### config.mk
export PLATFORM = sky130hd
export DESIGN_NAME = byte_double_ended_queue
export DESIGN_NICKNAME = d
export VERILOG_FILES = /design/src/rtl/core/bdq_pkg.sv /design/src/rtl/core/bdq_ram.sv /design/src/rtl/core/bdq_ptr.sv /design/src/rtl/core/byte_double_ended_queue.sv
export SDC_FILE = /design/constraint.sdc
export NUM_CORES = 1
export LEC_CHECK = 0
export ABC_AREA = 1
export ABC_CLOCK_PERIOD_IN_PS = 2900
export BUFFER_PORTS_ARGS = -buffer_cell sky130_fd_sc_hd__buf_2
export CAP_MARGIN = 10
export CORE_AREA = 8 8 250 204
export DETAILED_ROUTE_END_ITERATION = 10
export DIE_AREA = 0 0 258 212
export PLACE_DENSITY = 0.56
export SKIP_LAST_GASP = 1
export SLEW_MARGIN = 25
export SYNTH_ARGS = -nofsm -noshare
export SYNTH_HDL_FRONTEND = slang
export SYNTH_HIERARCHICAL = 1
export SYNTH_SLANG_ARGS = --single-unit
### constraint.sdc
create_clock -name clk_i -period 2.9 [get_ports clk_i]
set_clock_uncertainty 0.2 [all_clocks]
set_input_delay 0.29 -clock clk_i [delete_from_list [all_inputs] [get_ports clk_i]]
set_output_delay 0.29 -clock clk_i [all_outputs]
set_load 0.05 [all_outputs]
### src/rtl/core/bdq_pkg.sv
// ----------------------------------------------------------------------------
// bdq_pkg
// shared types and constants for the byte double-ended queue
// ----------------------------------------------------------------------------
package bdq_pkg;

  // default ring depth
  localparam int unsigned BDQ_DEPTH = 16;

  // payload widths fixed by the interface
  localparam int unsigned DATA_W    = 8;
  localparam int unsigned OP_W      = 3;
  localparam int unsigned CNT_OUT_W = 5;

  // operation codes, unused codes act as a peek
  typedef enum logic [OP_W-1:0] {
    OP_PEEK       = 3'd0,
    OP_PUSH_BACK  = 3'd1,
    OP_POP_BACK   = 3'd2,
    OP_PUSH_FRONT = 3'd3,
    OP_POP_FRONT  = 3'd4
  } op_e;

  // status flags handed from the pointer unit to the output stage
  typedef struct packed {
    logic empty;
    logic full;
    logic dropped;
  } bdq_status_t;

endpackage

### src/rtl/core/bdq_ram.sv
// ----------------------------------------------------------------------------
// bdq_ram
// generic single-write, single-read ram with registered read data
// ----------------------------------------------------------------------------
module bdq_ram #(
  parameter int unsigned WIDTH = 8,
  parameter int unsigned DEPTH = 16,
  localparam int unsigned AddrW = $clog2(DEPTH)
) (
  input  logic             clk_i,
  input  logic             we_i,
  input  logic [AddrW-1:0] waddr_i,
  input  logic [WIDTH-1:0] wdata_i,
  input  logic [AddrW-1:0] raddr_i,
  output logic [WIDTH-1:0] rdata_o
);

  logic [WIDTH-1:0] mem_q [DEPTH];
  logic [WIDTH-1:0] rdata_q;

  always_ff @(posedge clk_i) begin
    if (we_i) begin
      mem_q[waddr_i] <= wdata_i;
    end
    rdata_q <= mem_q[raddr_i];
  end

  assign rdata_o = rdata_q;

endmodule

### src/rtl/core/bdq_ptr.sv
// ----------------------------------------------------------------------------
// bdq_ptr
// front pointer and entry count of the ring, write address for pushes
// ----------------------------------------------------------------------------
module bdq_ptr import bdq_pkg::*; #(
  parameter int unsigned DEPTH = BDQ_DEPTH,
  localparam int unsigned AddrW = $clog2(DEPTH),
  localparam int unsigned CntW  = $clog2(DEPTH + 1)
) (
  input  logic             clk_i,
  input  logic             rst_ni,
  input  logic             accept_i,
  input  logic [OP_W-1:0]  op_i,
  output logic             wr_en_o,
  output logic [AddrW-1:0] wr_addr_o,
  output logic [AddrW-1:0] front_addr_o,
  output logic [AddrW-1:0] back_addr_o,
  output logic [CntW-1:0]  count_o,
  output bdq_status_t      status_o
);

  localparam int unsigned SumW = CntW + 1;
  localparam logic [SumW-1:0]  DepthS   = SumW'(DEPTH);
  localparam logic [AddrW-1:0] LastIdx  = AddrW'(DEPTH - 1);
  localparam logic [CntW-1:0]  DepthC   = CntW'(DEPTH);

  logic [AddrW-1:0] front_q, front_d;
  logic [CntW-1:0]  count_q, count_d;
  logic             dropped_q, dropped_d;

  logic             full;
  logic             empty;
  logic [SumW-1:0]  tail_sum;
  logic [SumW-1:0]  back_sum;
  logic [AddrW-1:0] tail_idx;
  logic [AddrW-1:0] front_dec;
  logic [AddrW-1:0] front_inc;

  assign full  = (count_q == DepthC);
  assign empty = (count_q == '0);

  // slot after the back entry
  assign tail_sum = SumW'(front_q) + SumW'(count_q);
  assign tail_idx = (tail_sum >= DepthS) ? AddrW'(tail_sum - DepthS) : AddrW'(tail_sum);

  // back entry, only meaningful when not empty
  assign back_sum = tail_sum - SumW'(1);
  assign back_addr_o = (back_sum >= DepthS) ? AddrW'(back_sum - DepthS) : AddrW'(back_sum);

  assign front_dec = (front_q == '0) ? LastIdx : front_q - AddrW'(1);
  assign front_inc = (front_q == LastIdx) ? '0 : front_q + AddrW'(1);

  always_comb begin
    front_d   = front_q;
    count_d   = count_q;
    dropped_d = dropped_q;
    wr_en_o   = 1'b0;
    wr_addr_o = tail_idx;
    if (accept_i) begin
      dropped_d = 1'b0;
      unique case (op_e'(op_i))
        OP_PUSH_BACK: begin
          if (full) begin
            dropped_d = 1'b1;
          end else begin
            wr_en_o = 1'b1;
            count_d = count_q + CntW'(1);
          end
        end
        OP_POP_BACK: begin
          if (!empty) begin
            count_d = count_q - CntW'(1);
          end
        end
        OP_PUSH_FRONT: begin
          if (full) begin
            dropped_d = 1'b1;
          end else begin
            wr_en_o   = 1'b1;
            wr_addr_o = front_dec;
            front_d   = front_dec;
            count_d   = count_q + CntW'(1);
          end
        end
        OP_POP_FRONT: begin
          if (!empty) begin
            front_d = front_inc;
            count_d = count_q - CntW'(1);
          end
        end
        default: ;
      endcase
    end
  end

  always_ff @(posedge clk_i or negedge rst_ni) begin
    if (!rst_ni) begin
      front_q   <= '0;
      count_q   <= '0;
      dropped_q <= 1'b0;
    end else begin
      front_q   <= front_d;
      count_q   <= count_d;
      dropped_q <= dropped_d;
    end
  end

  assign front_addr_o     = front_q;
  assign count_o          = count_q;
  assign status_o.empty   = empty;
  assign status_o.full    = full;
  assign status_o.dropped = dropped_q;

endmodule

### src/rtl/core/byte_double_ended_queue.sv
// ----------------------------------------------------------------------------
// byte_double_ended_queue
// byte deque in a bounded ring, push and pop at both ends
// ----------------------------------------------------------------------------
// pacing: a new transaction is taken only after the previous one has passed the
//   update cycle, the registered read of the two ring memories and the output
//   load, which waits while the output register holds a stalled result
// reset: front pointer, count, control and output valid clear at once;
//   ring contents are not cleared and only occupied entries reach the outputs
module byte_double_ended_queue import bdq_pkg::*; #(
  parameter int unsigned DEPTH = BDQ_DEPTH
) (
  input  logic                 clk_i,
  input  logic                 rst_ni,
  // input channel
  input  logic                 in_valid_i,
  output logic                 in_stall_o,
  input  logic [OP_W-1:0]      operation_i,
  input  logic [DATA_W-1:0]    push_value_i,
  // output channel
  output logic                 out_valid_o,
  input  logic                 out_stall_i,
  output logic [DATA_W-1:0]    front_value_o,
  output logic [DATA_W-1:0]    back_value_o,
  output logic [CNT_OUT_W-1:0] entry_count_o,
  output logic                 is_empty_o,
  output logic                 is_full_o,
  output logic                 push_dropped_o
);

  localparam int unsigned AddrW = $clog2(DEPTH);
  localparam int unsigned CntW  = $clog2(DEPTH + 1);

  // idle takes a transaction, read waits on the ram, load fills the output
  typedef enum logic [1:0] {
    S_IDLE,
    S_READ,
    S_LOAD
  } state_e;

  state_e state_q;

  logic             accept;
  logic             wr_en;
  logic [AddrW-1:0] wr_addr;
  logic [AddrW-1:0] front_addr;
  logic [AddrW-1:0] back_addr;
  logic [CntW-1:0]  count;
  bdq_status_t      status;
  logic [DATA_W-1:0] front_rdata;
  logic [DATA_W-1:0] back_rdata;
  logic [CntW+CNT_OUT_W-1:0] count_ext;
  logic             out_free;

  // output register registers
  logic                 out_valid_q;
  logic [DATA_W-1:0]    front_value_q;
  logic [DATA_W-1:0]    back_value_q;
  logic [CNT_OUT_W-1:0] entry_count_q;
  logic                 is_empty_q;
  logic                 is_full_q;
  logic                 push_dropped_q;

  // new transactions only when the previous one has left the update path;
  // the output register may still hold an untaken result meanwhile
  assign in_stall_o = (state_q != S_IDLE);
  assign accept     = in_valid_i && !in_stall_o;

  // pointer unit: applies the operation on the accept edge and drives
  // the write of a pushed byte in that same cycle
  bdq_ptr #(
    .DEPTH(DEPTH)
  ) u_ptr (
    .clk_i       (clk_i),
    .rst_ni      (rst_ni),
    .accept_i    (accept),
    .op_i        (operation_i),
    .wr_en_o     (wr_en),
    .wr_addr_o   (wr_addr),
    .front_addr_o(front_addr),
    .back_addr_o (back_addr),
    .count_o     (count),
    .status_o    (status)
  );

  // two mirrored copies of the ring, one read at the front, one at the back;
  // the write lands before the read cycle, so no forwarding is needed
  bdq_ram #(
    .WIDTH(DATA_W),
    .DEPTH(DEPTH)
  ) u_ram_front (
    .clk_i  (clk_i),
    .we_i   (wr_en),
    .waddr_i(wr_addr),
    .wdata_i(push_value_i),
    .raddr_i(front_addr),
    .rdata_o(front_rdata)
  );

  bdq_ram #(
    .WIDTH(DATA_W),
    .DEPTH(DEPTH)
  ) u_ram_back (
    .clk_i  (clk_i),
    .we_i   (wr_en),
    .waddr_i(wr_addr),
    .wdata_i(push_value_i),
    .raddr_i(back_addr),
    .rdata_o(back_rdata)
  );

  // reported count is the stored count taken to the output width
  assign count_ext = {{CNT_OUT_W{1'b0}}, count};

  // output register can take a new result when empty or being drained
  assign out_free = !out_valid_q || !out_stall_i;

  always_ff @(posedge clk_i or negedge rst_ni) begin
    if (!rst_ni) begin
      state_q        <= S_IDLE;
      out_valid_q    <= 1'b0;
      front_value_q  <= '0;
      back_value_q   <= '0;
      entry_count_q  <= '0;
      is_empty_q     <= 1'b0;
      is_full_q      <= 1'b0;
      push_dropped_q <= 1'b0;
    end else begin
      // result taken downstream, unless a new one loads in its place
      if (out_valid_q && !out_stall_i && (state_q != S_LOAD)) begin
        out_valid_q <= 1'b0;
      end
      unique case (state_q)
        S_IDLE: begin
          if (accept) begin
            state_q <= S_READ;
          end
        end
        S_READ: begin
          // pointers settled, read addresses are presented this cycle
          state_q <= S_LOAD;
        end
        S_LOAD: begin
          // read data is here; hold it in the ram output until there is room
          if (out_free) begin
            out_valid_q    <= 1'b1;
            front_value_q  <= status.empty ? '0 : front_rdata;
            back_value_q   <= status.empty ? '0 : back_rdata;
            entry_count_q  <= count_ext[CNT_OUT_W-1:0];
            is_empty_q     <= status.empty;
            is_full_q      <= status.full;
            push_dropped_q <= status.dropped;
            state_q        <= S_IDLE;
          end
        end
        default: state_q <= S_IDLE;
      endcase
    end
  end

  assign out_valid_o    = out_valid_q;
  assign front_value_o  = front_value_q;
  assign back_value_o   = back_value_q;
  assign entry_count_o  = entry_count_q;
  assign is_empty_o     = is_empty_q;
  assign is_full_o      = is_full_q;
  assign push_dropped_o = push_dropped_q;

endmodule

# ---- Word-level counts from Yosys, hierarchy flattened
# Memory sizes are Yosys's and may differ from the RTL's. A register that Yosys moved wholly into a read port is not among the register bits.
# Cells that the tools add are included.
dict set report totals {
  ff_bits 37
  mem_count 2
  mem_bits_rw 256
  input_bits 15
  output_inout_bits 26
  wordCells 85
}
dict set report op_classes {
  addsub 8
  n_eq_ne 15
  n_mux 28
  n_lt_le_gt_ge 2
  n_reduce_logical 19
}
# name words word_bits rd rd_clocked_by_memory_dff write_ports line_no
set mem_list {}
lappend mem_list {u_ram_back.mem_q 16 8 1 1 1 bdq_ram.sv:18} ;# logic [WIDTH-1:0] mem_q [DEPTH];
lappend mem_list {u_ram_front.mem_q 16 8 1 1 1 bdq_ram.sv:18}
# op count
set op_table {}
lappend op_table {{$mux W4} 9}
lappend op_table {{$mux W8} 2}
lappend op_table {{$ne A2 B2 Y1 const B} 7}
lappend op_table {{$ge A6 B5 Y1 const B} 2}
lappend op_table {{$sub A4 B1 Y4 const B} 3}
lappend op_table {{$mux W1} 10}
lappend op_table {{$mux W5} 2}
lappend op_table {{$pmux W5 S2} 1}
lappend op_table {{$pmux W4 S2} 1}
lappend op_table {{$reduce_and A4 Y1} 2}
lappend op_table {{$add A4 B5 Y6} 1}
lappend op_table {{$eq A3 B2 Y1 const B} 2}
lappend op_table {{$pmux W2 S3} 1}
lappend op_table {{$reduce_bool A2 Y1} 3}
lappend op_table {{$sub A6 B1 Y6 const B} 1}
lappend op_table {{$add A5 B1 Y5 const B} 1}
lappend op_table {{$eq A5 B5 Y1 const B} 1}
lappend op_table {{$logic_not A5 Y1} 1}
lappend op_table {{$sub A5 B1 Y5 const B} 1}
lappend op_table {{$add A4 B1 Y4 const B} 1}
lappend op_table {{$eq A4 B4 Y1 const B} 1}
lappend op_table {{$logic_not A4 Y1} 1}
lappend op_table {{$mux W2} 2}
lappend op_table {{$reduce_and A2 Y1} 2}
lappend op_table {{9 further kinds} 14}

# ---- Logic depth before layout (Yosys ltp)
# Gate-level depths: netlist of run 1.
dict set report logic_depth {
  word_depth 6
  ltp_mapped 14
  mapped_depth_nobuf 14
}

# ---- By module
# The synthesis of run 1 kept the hierarchy.
# module instances area_each_um2 cells_each seq_area_each_um2
set modules_own_cells {}
lappend modules_own_cells {bdq_ram 2 5766.8 551 4003.8}
lappend modules_own_cells {byte_double_ended_queue 1 1212.4 151 675.6}
lappend modules_own_cells {bdq_ptr 1 1096.1 162 250.2}

# ---- Worst setup path after synthesis of run 1
# OpenSTA, ideal clock, no wires.
dict set report synth_timing {
  path_type {register to register}
  from {reg state_q[0]}
  to {mem u_ram_back.mem_q[12][0] (enable)}
  required_ps 2330
  path_buffers 0
  setup_ps 370
  t_arrival_ps 2597
  period_less_slack_ps 3167
  stages_incl_launch_ff 8
  setup_slack_ps -267
  path_cell_list {dfrtp_1 > inv_1 > nand2_1 > nor2_1 > nand3_2 > o21ai_0 > nand3_1 > nor2_1}
}
dict set report synth_between {
  elab_cells_between_ends 7
  cone_classes {4 x mux; 3 x reduce/logical}
}
# element line_no
set synth_rtl {}
lappend synth_rtl {{start, declared} byte_double_ended_queue.sv:41} ;# state_e state_q;
lappend synth_rtl {{start signal, assigned} byte_double_ended_queue.sv:120} ;# state_q <= S_IDLE;
lappend synth_rtl {{start signal, assigned} byte_double_ended_queue.sv:136} ;# state_q <= S_READ;
lappend synth_rtl {{start signal, assigned} byte_double_ended_queue.sv:141} ;# state_q <= S_LOAD;
lappend synth_rtl {{$reduce_bool A2 Y1} byte_double_ended_queue.sv:66} ;# assign in_stall_o = (state_q != S_IDLE);
lappend synth_rtl {{named net in_stall_o} byte_double_ended_queue.sv:17} ;# output logic in_stall_o,
lappend synth_rtl {{$logic_not A1 Y1} byte_double_ended_queue.sv:67} ;# assign accept = in_valid_i && !in_stall_o;
lappend synth_rtl {{$logic_and A1 B1 Y1} byte_double_ended_queue.sv:67}
lappend synth_rtl {{named net accept} byte_double_ended_queue.sv:43} ;# logic accept;
lappend synth_rtl {{$mux W4} bdq_ptr.sv:59} ;# if (accept_i) begin
lappend synth_rtl {{named net wr_addr[2]} byte_double_ended_queue.sv:45} ;# logic [AddrW-1:0] wr_addr;
lappend synth_rtl {{end, declared} bdq_ram.sv:18}
# The timed path passes the listed nets, and every way through them passes these cells.

# ---- Final worst setup path of run 1
dict set report layout_timing {
  from {reg u_ptr.front_q[0], in the netlist u_ptr/front_addr_o[0]}
  to {mem u_ram_front.mem_q[15][1] (enable)}
}
dict set report layout_between {
  elab_chain_cells 6
  elab_cells_between_ends 10
  cone_classes {3 x add/sub; 1 x order compare; 5 x mux; 1 x reduce/logical}
}
# element line_no
set layout_lines {}
lappend layout_lines {{start, declared} bdq_ptr.sv:27} ;# logic [AddrW-1:0] front_q, front_d;
lappend layout_lines {{start signal, assigned} bdq_ptr.sv:102} ;# front_q <= front_d;
lappend layout_lines {{$add A4 B5 Y6} bdq_ptr.sv:43} ;# assign tail_sum = SumW'(front_q) + SumW'(count_q);
lappend layout_lines {{$ge A6 B5 Y1 / $sub A4 B1 Y4 (equally long branches)} bdq_ptr.sv:44} ;# assign tail_idx = (tail_sum >= DepthS) ? AddrW'(tail_sum - DepthS) : AddrW'(tail_sum);
lappend layout_lines {{$mux W4} bdq_ptr.sv:44}
lappend layout_lines {{$mux W4} bdq_ptr.sv:76} ;# if (full) begin
lappend layout_lines {{$mux W4} bdq_ptr.sv:61} ;# unique case (op_e'(op_i))
lappend layout_lines {{$mux W4 *} bdq_ptr.sv:59}
lappend layout_lines {{named net wr_addr[1]} byte_double_ended_queue.sv:45}
lappend layout_lines {{end, declared} bdq_ram.sv:18}
# Mark *: on every way through the listed nets, which the timed path passes. The rest lies on a longest branch.

==> reports/results.ini, run 1 <==
[placed_design]
portBuffers=40
dp_slack_ns=-0.09400
dp_hpwl_mm=21.50
routabilityCongestion=0.8443

[yosys]
synth.area.top_cells=edfxtp_1, nand2_1, nand3_1
ys_top_cells_by_count=nand2_1, edfxtp_1, inv_1
ys_warn_count=6
synth.distinct_cells=30
ys_seq_elements=309
synth_area_per_cell_sq_um=9.782
synthCells=1415
synth_area_sq_mm=0.01384
synth.net_count=1441
synth_area_leader_cell=edfxtp_1
synth_top_cell_area_share=0.5554
synth-edff-count=256
yosys.cell_count.top_type=nand2_1
synth_seq_area_share=0.6454
async_flop_share=0.1197
synthFlopType=edfxtp_1

[clock_tree]
clk_pin_slew_ns=0.06
cts_tree=built
clock_sinks=309
cts_buffers=36
clock_latency_ns=0.52
clockBufferDepth=3
root_buffer=clkbuf_16
ctsHtreeMaxLevel=2

[drt]
drt_iter0_drc=814
drt-vias-per-instance=4.480
totalWireLength_mm=34.22
drc=0
first_pass_iters=5
post_drt_wl_per_cell_microns=15.85
ant_nets=0
vias=9673

[sta]
setup_violations=0
fmax_mhz=350.3
fin_crit_ns=2.854
finalHoldViolCount=0
setup_ws_ns=0.04570
rsz0062_at_grt=yes
hold_slack_ns=0.03820
slew_violations=0
fin_crit_sh=0.9842
max-slew-margin-rel=0.3838
worst_pin_slew_ns=0.9243

[power]
internal-power_mw=11.18
p_per_area_mw_per_mm2=1231
finalPower_mw=19.98
switchingPower_mw=8.795
p_sw_frac=0.4403
clockPowerShare=0.227
peakVddDrop_mv=1.204
leakage_nw=7.199
seqPwrFrac=0.279
comb_power_share=0.494

[critical_path]
critPathKind=flop to flop
cp-start-kind=flop
reg2regPathDepth=9
cpPeakStageDelay_ns=0.54
worstSetupEndpointType=flop
required_ns=2.91
path_max_fanout=8
critPathSlowestCell=fa_1
path_common_cell=buf_4
rrSetupSlack_ns=0.05
arrival_ns=2.86
cp_cell_sequence=ha_1, fa_1, nand2_1, o21ai_1, buf_4, nand2_1, buf_4, nor2_1, buf_4

[floorplan]
num_io_pins=41
dieHeight_microns=212
rows=72
core_sq_mm=0.04730
initial_utilization=0.2927
die_w_microns=258
dieArea_sq_mm=0.05470

[finish]
drive_above_1_share=0.1347
utilization=0.3432
synthToLayoutAreaGrowth_pct=17.26
num-nets-final=1527

[global_route]
track_usage=0.1235
antenna_found_initial=1
grt_pass1_vias=9372
grt_max_degree=69
grt_pass1_wl_mm=53.83
grt-ovfl-total=0

[status]
outcome=finished clean

[run]
drv_cap=0

[worst_hold_path]
hold_path_depth=5
hp-class=input port to flop

[cells in the final DEF, fill, tap and decap left out, drive strengths merged, types with 13 or more instances in the layout]
master | Yosys | routed
inv | 247 | 249
clkbuf | 0 | 46
nand3 | 234 | 234
nor2 | 64 | 64
clkinv | 0 | 13
edfxtp | 256 | 256
dfxtp | 16 | 16
nand2 | 457 | 457
dfrtp | 37 | 37
buf | 59 | 103
[sequential cells by signal, summed over array words and instances (netlist names), 2 cells and up]
| signal | count |
|---|---|
| front_value_o | 8 |
| back_value_o | 8 |
| entry_count_o | 5 |
| u_ptr/front_addr_o | 4 |
| state_q | 2 |
| u_ram_back/rdata_o | 8 |
| u_ram_front/mem_q | 128 |
| u_ptr/count_o | 5 |
| u_ram_back/mem_q | 128 |
| u_ram_front/rdata_o | 8 |
[worst max-delay path, delay by kind of cell (launching register included)]
| family | cells | cell delay [ns] |
|---|---|---|
| AO/OA/AOI/OAI | 1 | 0.23 |
| flip-flops | 1 | 0.40 |
| AND/OR/NAND/NOR | 3 | 0.35 |
| buffers and inverters | 3 | 0.61 |
| adder cells (fa/ha/maj) | 2 | 0.77 |
[final timing paths]
path                                                   startpoint                            endpoint
max in group asynchronous                                  rst_ni   u_ptr/front_addr_o[0]$_DFFE_PN0P_
min in group asynchronous                                  rst_ni        front_value_o[1]$_DFFE_PN0P_
worst min-delay path                               operation_i[0]         u_ptr/dropped_q$_DFFE_PN0P_
worst max register to register  u_ptr/front_addr_o[0]$_DFFE_PN0P_  u_ram_front/mem_q[15][1]$_DFFE_PP_
worst min register to register         push_dropped_o$_DFFE_PN0P_          push_dropped_o$_DFFE_PN0P_
worst max-delay path            u_ptr/front_addr_o[0]$_DFFE_PN0P_  u_ram_front/mem_q[15][1]$_DFFE_PP_
[per-stage QoR]
step,instances,setup TNS [ns],instance area [sq um]
after floorplan,1415,-7.622,13840
after global placement,2085,-0.7763,14900
after detailed placement,2085,-4.956,14900
after CTS,2155,-2.695,16150
after global routing,2158,-3.194,16230
final,2159,0,16230
[layout make-up]
type / count / area [sq um]
multi-input cells: 800 / 3659
inverters: 247 / 929.6
flip-flops and latches: 309 / 8935
repair buffers: 107 / 738.2
clock inverters: 20 / 221.5
clock buffers: 46 / 959.7
fillers: 4771 / 31060
well taps: 629 / 787.0
diodes: 1 / 2.502
[power groups by stage]
stage	sequential, mW	combinational [mW]	clock [mW]
final	5.58	9.87	4.53
after global routing	5.63	10.9	4.79
after CTS	5.58	9.68	4.61
after detailed placement	5.67	9.57	0
after global placement	5.66	9.63	0
after floorplan	6.10	6.31	0
[cell families after synthesis]
kind of cell / share of synthesized area
xor gates and xnor gates: 0.004429
and+or+nand+nor: 0.2350
DFF: 0.6454
AOI/OAI and AO/OA: 0.007864
buffers and inverters: 0.09627
adders and majority gates: 0.01103
[metal layers]
layer,global-route usage,vias up,part of all wire
met2,0.1832,290,0.42
li1,-,4690,-
met3,0.02752,47,0.070
met4,0.02945,0,0.018
met1,0.1815,4646,0.49
met5,0,-,0
[timing repair]
action | 4_1_cts | 5_1_grt
gates resized for setup | 7 | 22
hold buffers | 4 | 0
buffers inserted | 0 | 3
pin swaps | 0 | 2
endpoints found under the hold margin | 40 | 0
setup endpoints to repair | 95 | 154
No activity file was read; power rests on OpenSTA's default activity.
==> inputs of run 2 (changes only) <==
--- a/config.mk
+++ b/config.mk
@@ -5,14 +5,12 @@
 export SDC_FILE = /design/constraint.sdc
 export NUM_CORES = 1
 export LEC_CHECK = 0
-export ABC_AREA = 1
 export ABC_CLOCK_PERIOD_IN_PS = 2900
 export BUFFER_PORTS_ARGS = -buffer_cell sky130_fd_sc_hd__buf_2
 export CAP_MARGIN = 10
-export CORE_AREA = 8 8 250 204
+export CORE_AREA = 8 8 238 194
 export DETAILED_ROUTE_END_ITERATION = 10
-export DIE_AREA = 0 0 258 212
-export PLACE_DENSITY = 0.56
+export DIE_AREA = 0 0 246 202
 export SKIP_LAST_GASP = 1
 export SLEW_MARGIN = 25
 export SYNTH_ARGS = -nofsm -noshare
==> reports/results.ini, run 2 <==
[sta]
worst_pin_slew_ns=0.7160
finalHoldViolCount=0
fin_crit_ns=2.889
setup_violations=0
hold_slack_ns=0.08607
final.setup.tns_ns=0
max-slew-margin-rel=0.5226
slew_violations=0
rsz0062_at_grt=yes
fmax_mhz=346.2
fin_crit_sh=0.9961

[yosys]
synthCells=643
synth_area_sq_mm=0.01251
yosys.cell_count.top_type=edfxtp_1
ys_warn_count=6
synth_area_leader_cell=edfxtp_1
async_flop_share=0.1197
synth-edff-count=256
synth.area.top_cells=edfxtp_1, dfrtp_1, mux4_2
ys_top_cells_by_count=edfxtp_1, dfrtp_1, mux4_2
synth.distinct_cells=48
synthFlopType=edfxtp_1
synth_seq_area_share=0.7141
ys_seq_elements=309
synth.net_count=669
synth_top_cell_area_share=0.6145
synth_area_per_cell_sq_um=19.45

[clock_tree]
root_buffer=clkbuf_16
cts_buffers=31
ctsHtreeMaxLevel=1
clock_latency_ns=0.55
cts_tree=built
clk_pin_slew_ns=0.06
clockBufferDepth=3
clock_sinks=309

[critical_path]
path_max_fanout=8
rrSetupSlack_ns=0.01
worst_r2r_endpoint=u_ram_back/mem_q[0][4]$_DFFE_PP_
required_ns=2.97
cp-startpoint=u_ptr/front_addr_o[1]$_DFFE_PN0P_
worstSetupEndpointType=flop
arrival_ns=2.95
reg2regPathDepth=9
critPathKind=flop to flop
cp-start-kind=flop
reg2reg_from=u_ptr/front_addr_o[1]$_DFFE_PN0P_
cp-endpoint=u_ram_back/mem_q[0][4]$_DFFE_PP_

[global_route]
grt-ovfl-total=0
grt_pass1_vias=6337
track_usage=0.1014
antenna_found_initial=3
grt_pass1_wl_mm=39.50
grt_max_degree=39

[floorplan]
num_io_pins=41
core_sq_mm=0.04246
initial_utilization=0.2946
rows=68
dieArea_sq_mm=0.04969
die_w_microns=246
dieHeight_microns=202

[finish]
synthToLayoutAreaGrowth_pct=24.65
final_common_cell=edfxtp_1
multi_input_area_sq_mm=0.003732
top_regs=u_ram_back/mem_q: 128 flops, u_ram_front/mem_q: 128 flops
num-nets-final=807
ff_latch_area_sq_mm=0.008937
num_antenna_cells=0
fillers=3880
drive_above_1_share=0.3876
final_cell_mix=edfxtp_1, buf_4, buf_2
fin_area_sq_mm=0.01559

[run]
drv_cap=0

[placed_design]
placed_area_sq_mm=0.01429
portBuffers=40
dp_hpwl_mm=16.96
routabilityCongestion=0.7393

[drt]
ant_nets=0
first_pass_iters=7
vias=6240
post_drt_wl_per_cell_microns=18.86
drt-vias-per-instance=4.571
totalWireLength_mm=25.75
drt_iter0_drc=399
drc=0

[status]
outcome=finished clean

[worst_hold_path]
hp-class=input port to asynchronous set/reset pin

run 2: cell count changes in the layout (fill, tap and decap cells not counted), moves of 11 or more:
cell,before,now
a22oi_1,0,24
and2b_1,0,11
buf_12,2,22
inv_1,234,12
mux2_4,0,21
mux4_1,0,28
mux4_2,0,36
nand2_1,452,24
nand3_1,229,1
nor2_1,38,7
nor2_2,18,4
nor2_4,8,24
run 2: layout make-up:
type | instances | share of cell area
flip-flops and latches | 309 | 0.5731
clock buffers | 38 | 0.05143
repair buffers | 133 | 0.07927
inverters | 14 | 0.003370
multi-input cells | 292 | 0.2393
well taps | 560 | 0.04493
clock inverters | 19 | 0.008505
run 2: kinds of logic (layout without fill, tap and decap cells):
family          Yosys count  in the layout  share of synthesized area
buf+inv                  42            204                    0.02451
simple gates            115            115                    0.04871
flops                   309            309                     0.7141
compound gates           58             58                    0.03391
mux                      94             94                     0.1567
xor+xnor                 14             14                   0.009802
fa+ha+maj                11             11                    0.01220
run 2: per-layer routing:
layer / track usage / vias up / wire (microns)
met4: 0.02198 / 6 / 453
li1: - / 2862 / -
met5: 0 / - / 40
met3: 0.01900 / 39 / 1374
met1: 0.1535 / 3192 / 12720
met2: 0.1490 / 141 / 11150
run 2: through the flow:
step / util / worst slack [ns] / instances
after floorplan: - / -0.1286 / 643
after global placement: 0.3366 / -0.04248 / 1286
after detailed placement: 0.3366 / -0.05476 / 1286
after CTS: 0.3619 / -0.04445 / 1354
after global routing: 0.3673 / -0.06972 / 1365
final: 0.3673 / 0.01124 / 1365
run 2: repair_timing:
item / 4_1_cts / 5_1_grt
pin swaps: 3 / 10
hold endpoints to repair: 27 / 0
gates cloned: 0 / 1
endpoints found under the setup margin: 99 / 259
buffers inserted: 5 / 10
hold buffers: 6 / 0
resized for setup: 5 / 28
run 2: worst min path at each step:
stage	start	endpoint	slack (ns)	cells past startpoint
after floorplan	rst_ni	back_value_o[0]$_DFFE_PN0P_	-0.21	0
after global placement	rst_ni	front_value_o[4]$_DFFE_PN0P_	0.14	1
after detailed placement	rst_ni	is_empty_o$_DFFE_PN0P_	0.15	1
after CTS	operation_i[1]	u_ptr/front_addr_o[1]$_DFFE_PN0P_	0.05	5
after global routing	push_value_i[7]	u_ram_front/mem_q[9][7]$_DFFE_PP_	0.11	1
final	rst_ni	front_value_o[4]$_DFFE_PN0P_	0.09	2
run 2: critical path, stage by stage, from the launching register on:
cell and delay (ns):
dfrtp_2 0.44, ha_1 0.30, a21o_1 0.17, a21oi_2 0.17, xnor2_2 0.18, mux2i_4 0.14, buf_6 0.13, or3b_4 0.47
nor3_4 0.24, buf_12 0.15
Power of run 2 is not shown: default switching activity piles up to over one toggle a cycle in this logic, so the estimate is an artifact.
==> inputs of run 3 (changes only) <==
--- a/config.mk
+++ b/config.mk
@@ -11,6 +11,7 @@
 export CORE_AREA = 8 8 238 194
 export DETAILED_ROUTE_END_ITERATION = 10
 export DIE_AREA = 0 0 246 202
+export RECOVER_POWER = 50
 export SKIP_LAST_GASP = 1
 export SLEW_MARGIN = 25
 export SYNTH_ARGS = -nofsm -noshare
==> reports/results.ini, run 3 (same netlist as run 2, synthesis figures left out) <==
[finish]
final_cell_mix=edfxtp_1, buf_4, mux4_2
num-nets-final=807
multi_input_area_sq_mm=0.003732
num_antenna_cells=0
fillers=3885
ff_latch_area_sq_mm=0.008937
utilization=0.3670
final_common_cell=edfxtp_1
drive_above_1_share=0.3764
top_regs=u_ram_back/mem_q: 128 flops, u_ram_front/mem_q: 128 flops
synthToLayoutAreaGrowth_pct=24.56

[critical_path]
cp_cell_sequence=ha_1, a21o_1, a21oi_2, xnor2_2, mux2i_4, buf_6, or3b_4, nor3_4, buf_12
critPathKind=flop to flop
crit_family=simple AND/OR/NAND/NOR gates
worstSetupEndpointType=flop
worst_r2r_endpoint=u_ram_back/mem_q[0][4]$_DFFE_PP_
rrSetupSlack_ns=0.01
path_buf_inv=2
reg2regPathDepth=9
path_max_fanout=8
critPathSlowestCell=or3b_4
arrival_ns=2.95
reg2reg_from=u_ptr/front_addr_o[1]$_DFFE_PN0P_
cp-start-kind=flop
cp-startpoint=u_ptr/front_addr_o[1]$_DFFE_PN0P_
cp.depth=9
required_ns=2.97
cpPeakStageDelay_ns=0.47

[worst_hold_path]
hold_path_depth=5
hp-start=operation_i[1]
whs_endpoint=u_ptr/front_addr_o[1]$_DFFE_PN0P_
hp-class=input port to flop

[drt]
vias=6233
first_pass_iters=7
drt_iter0_drc=405
ant_nets=0
drt-vias-per-instance=4.566
totalWireLength_mm=25.75
post_drt_wl_per_cell_microns=18.87
drc=0

[global_route]
grt-ovfl-total=0
grt-busiest-layer=met1
grt_pass1_vias=6337
grt_max_degree=39
use_met1=0.1535
antenna_found_initial=1
grt_use_met2=0.1490
grt_pass1_wl_mm=39.50
track_usage=0.1014
grt_use_met3=0.01900

[floorplan]
dieHeight_microns=202
die_w_microns=246
rows=68
dieArea_sq_mm=0.04969
initial_utilization=0.2946
core_sq_mm=0.04246
num_io_pins=41

[status]
violations=max-capacitance violations, max-slew violations
outcome=finished, violations left

[sta]
rsz0062_at_grt=yes
max-slew-margin-rel=-0.1354
finalHoldViolCount=0
slew_violations=188
fin_crit_sh=0.9962
worst_pin_slew_ns=1.703
fin_crit_ns=2.889
setup_violations=0
hold_slack_ns=0.09485
setup_ws_ns=0.01110
fmax_mhz=346.2

[clock_tree]
cts_buffers=31
clock_latency_ns=0.55
clock_sinks=309
clk_pin_slew_ns=0.06
root_buffer=clkbuf_16
clockBufferDepth=3
cts_tree=built
ctsHtreeMaxLevel=1

[run]
drv_cap=6

[placed_design]
routabilityCongestion=0.7393
dp_slack_ns=-0.05476
portBuffers=40
dp_hpwl_mm=16.96

run 3: cell count changes in the layout (fill, tap and decap cells not counted):
cell | before | now
buf_2 | 40 | 31
clkbuf_1 | 7 | 16
run 3: cell type report:
type,count,area share
clock buffer,38,0.05147
sequential,309,0.5736
inverter,14,0.003372
tap,560,0.04497
multi-input combinational,292,0.2395
clock inverter,19,0.008511
timing repair buffer,133,0.07861
run 3: worst max-delay path by stage:
stage	endpoint	slack [ns]
6_report	u_ram_back/mem_q[0][4]$_DFFE_PP_	0.01
5_1_grt	u_ram_back/mem_q[0][1]$_DFFE_PP_	-0.07
4_1_cts	u_ram_back/mem_q[0][4]$_DFFE_PP_	-0.04
3_5_place_dp	u_ram_front/mem_q[0][1]$_DFFE_PP_	-0.05
3_3_place_gp	u_ram_front/mem_q[0][0]$_DFFE_PP_	-0.04
2_1_floorplan	u_ram_back/mem_q[11][0]$_DFFE_PP_	-0.13
run 3: worst reg2reg max path, cell delays in order, from the launching register on:
cell and delay [ns]:
dfrtp_2 0.44, ha_1 0.30, a21o_1 0.18, a21oi_2 0.17, xnor2_2 0.18, mux2i_4 0.14, buf_6 0.14, or3b_4 0.47
nor3_4 0.24, buf_12 0.15
run 3: timing repair:
action,4_1_cts,5_1_grt
resized for setup,5,28
buffers inserted,5,10
hold buffers,6,0
cloned,0,1
pin swaps,3,10
hold endpoints to repair,27,0
setup endpoints to repair,99,259
run 3: metrics by stage:
step / instances / instance area (sq um) / setup TNS (ns)
2_1_floorplan: 643 / 12860 / -25.15
3_3_place_gp: 1286 / 14290 / -1.026
3_5_place_dp: 1286 / 14290 / -1.853
4_1_cts: 1354 / 15360 / -0.9900
5_1_grt: 1365 / 15580 / -1.868
6_report: 1365 / 15580 / 0
run 3: metal layers:
layer | wire length, microns | up-vias
li1 | - | 2862
met1 | 12770 | 3192
met2 | 11150 | 142
met3 | 1372 | 35
met4 | 446 | 2
met5 | 13 | -
Power of run 3 is left out for the same reason.
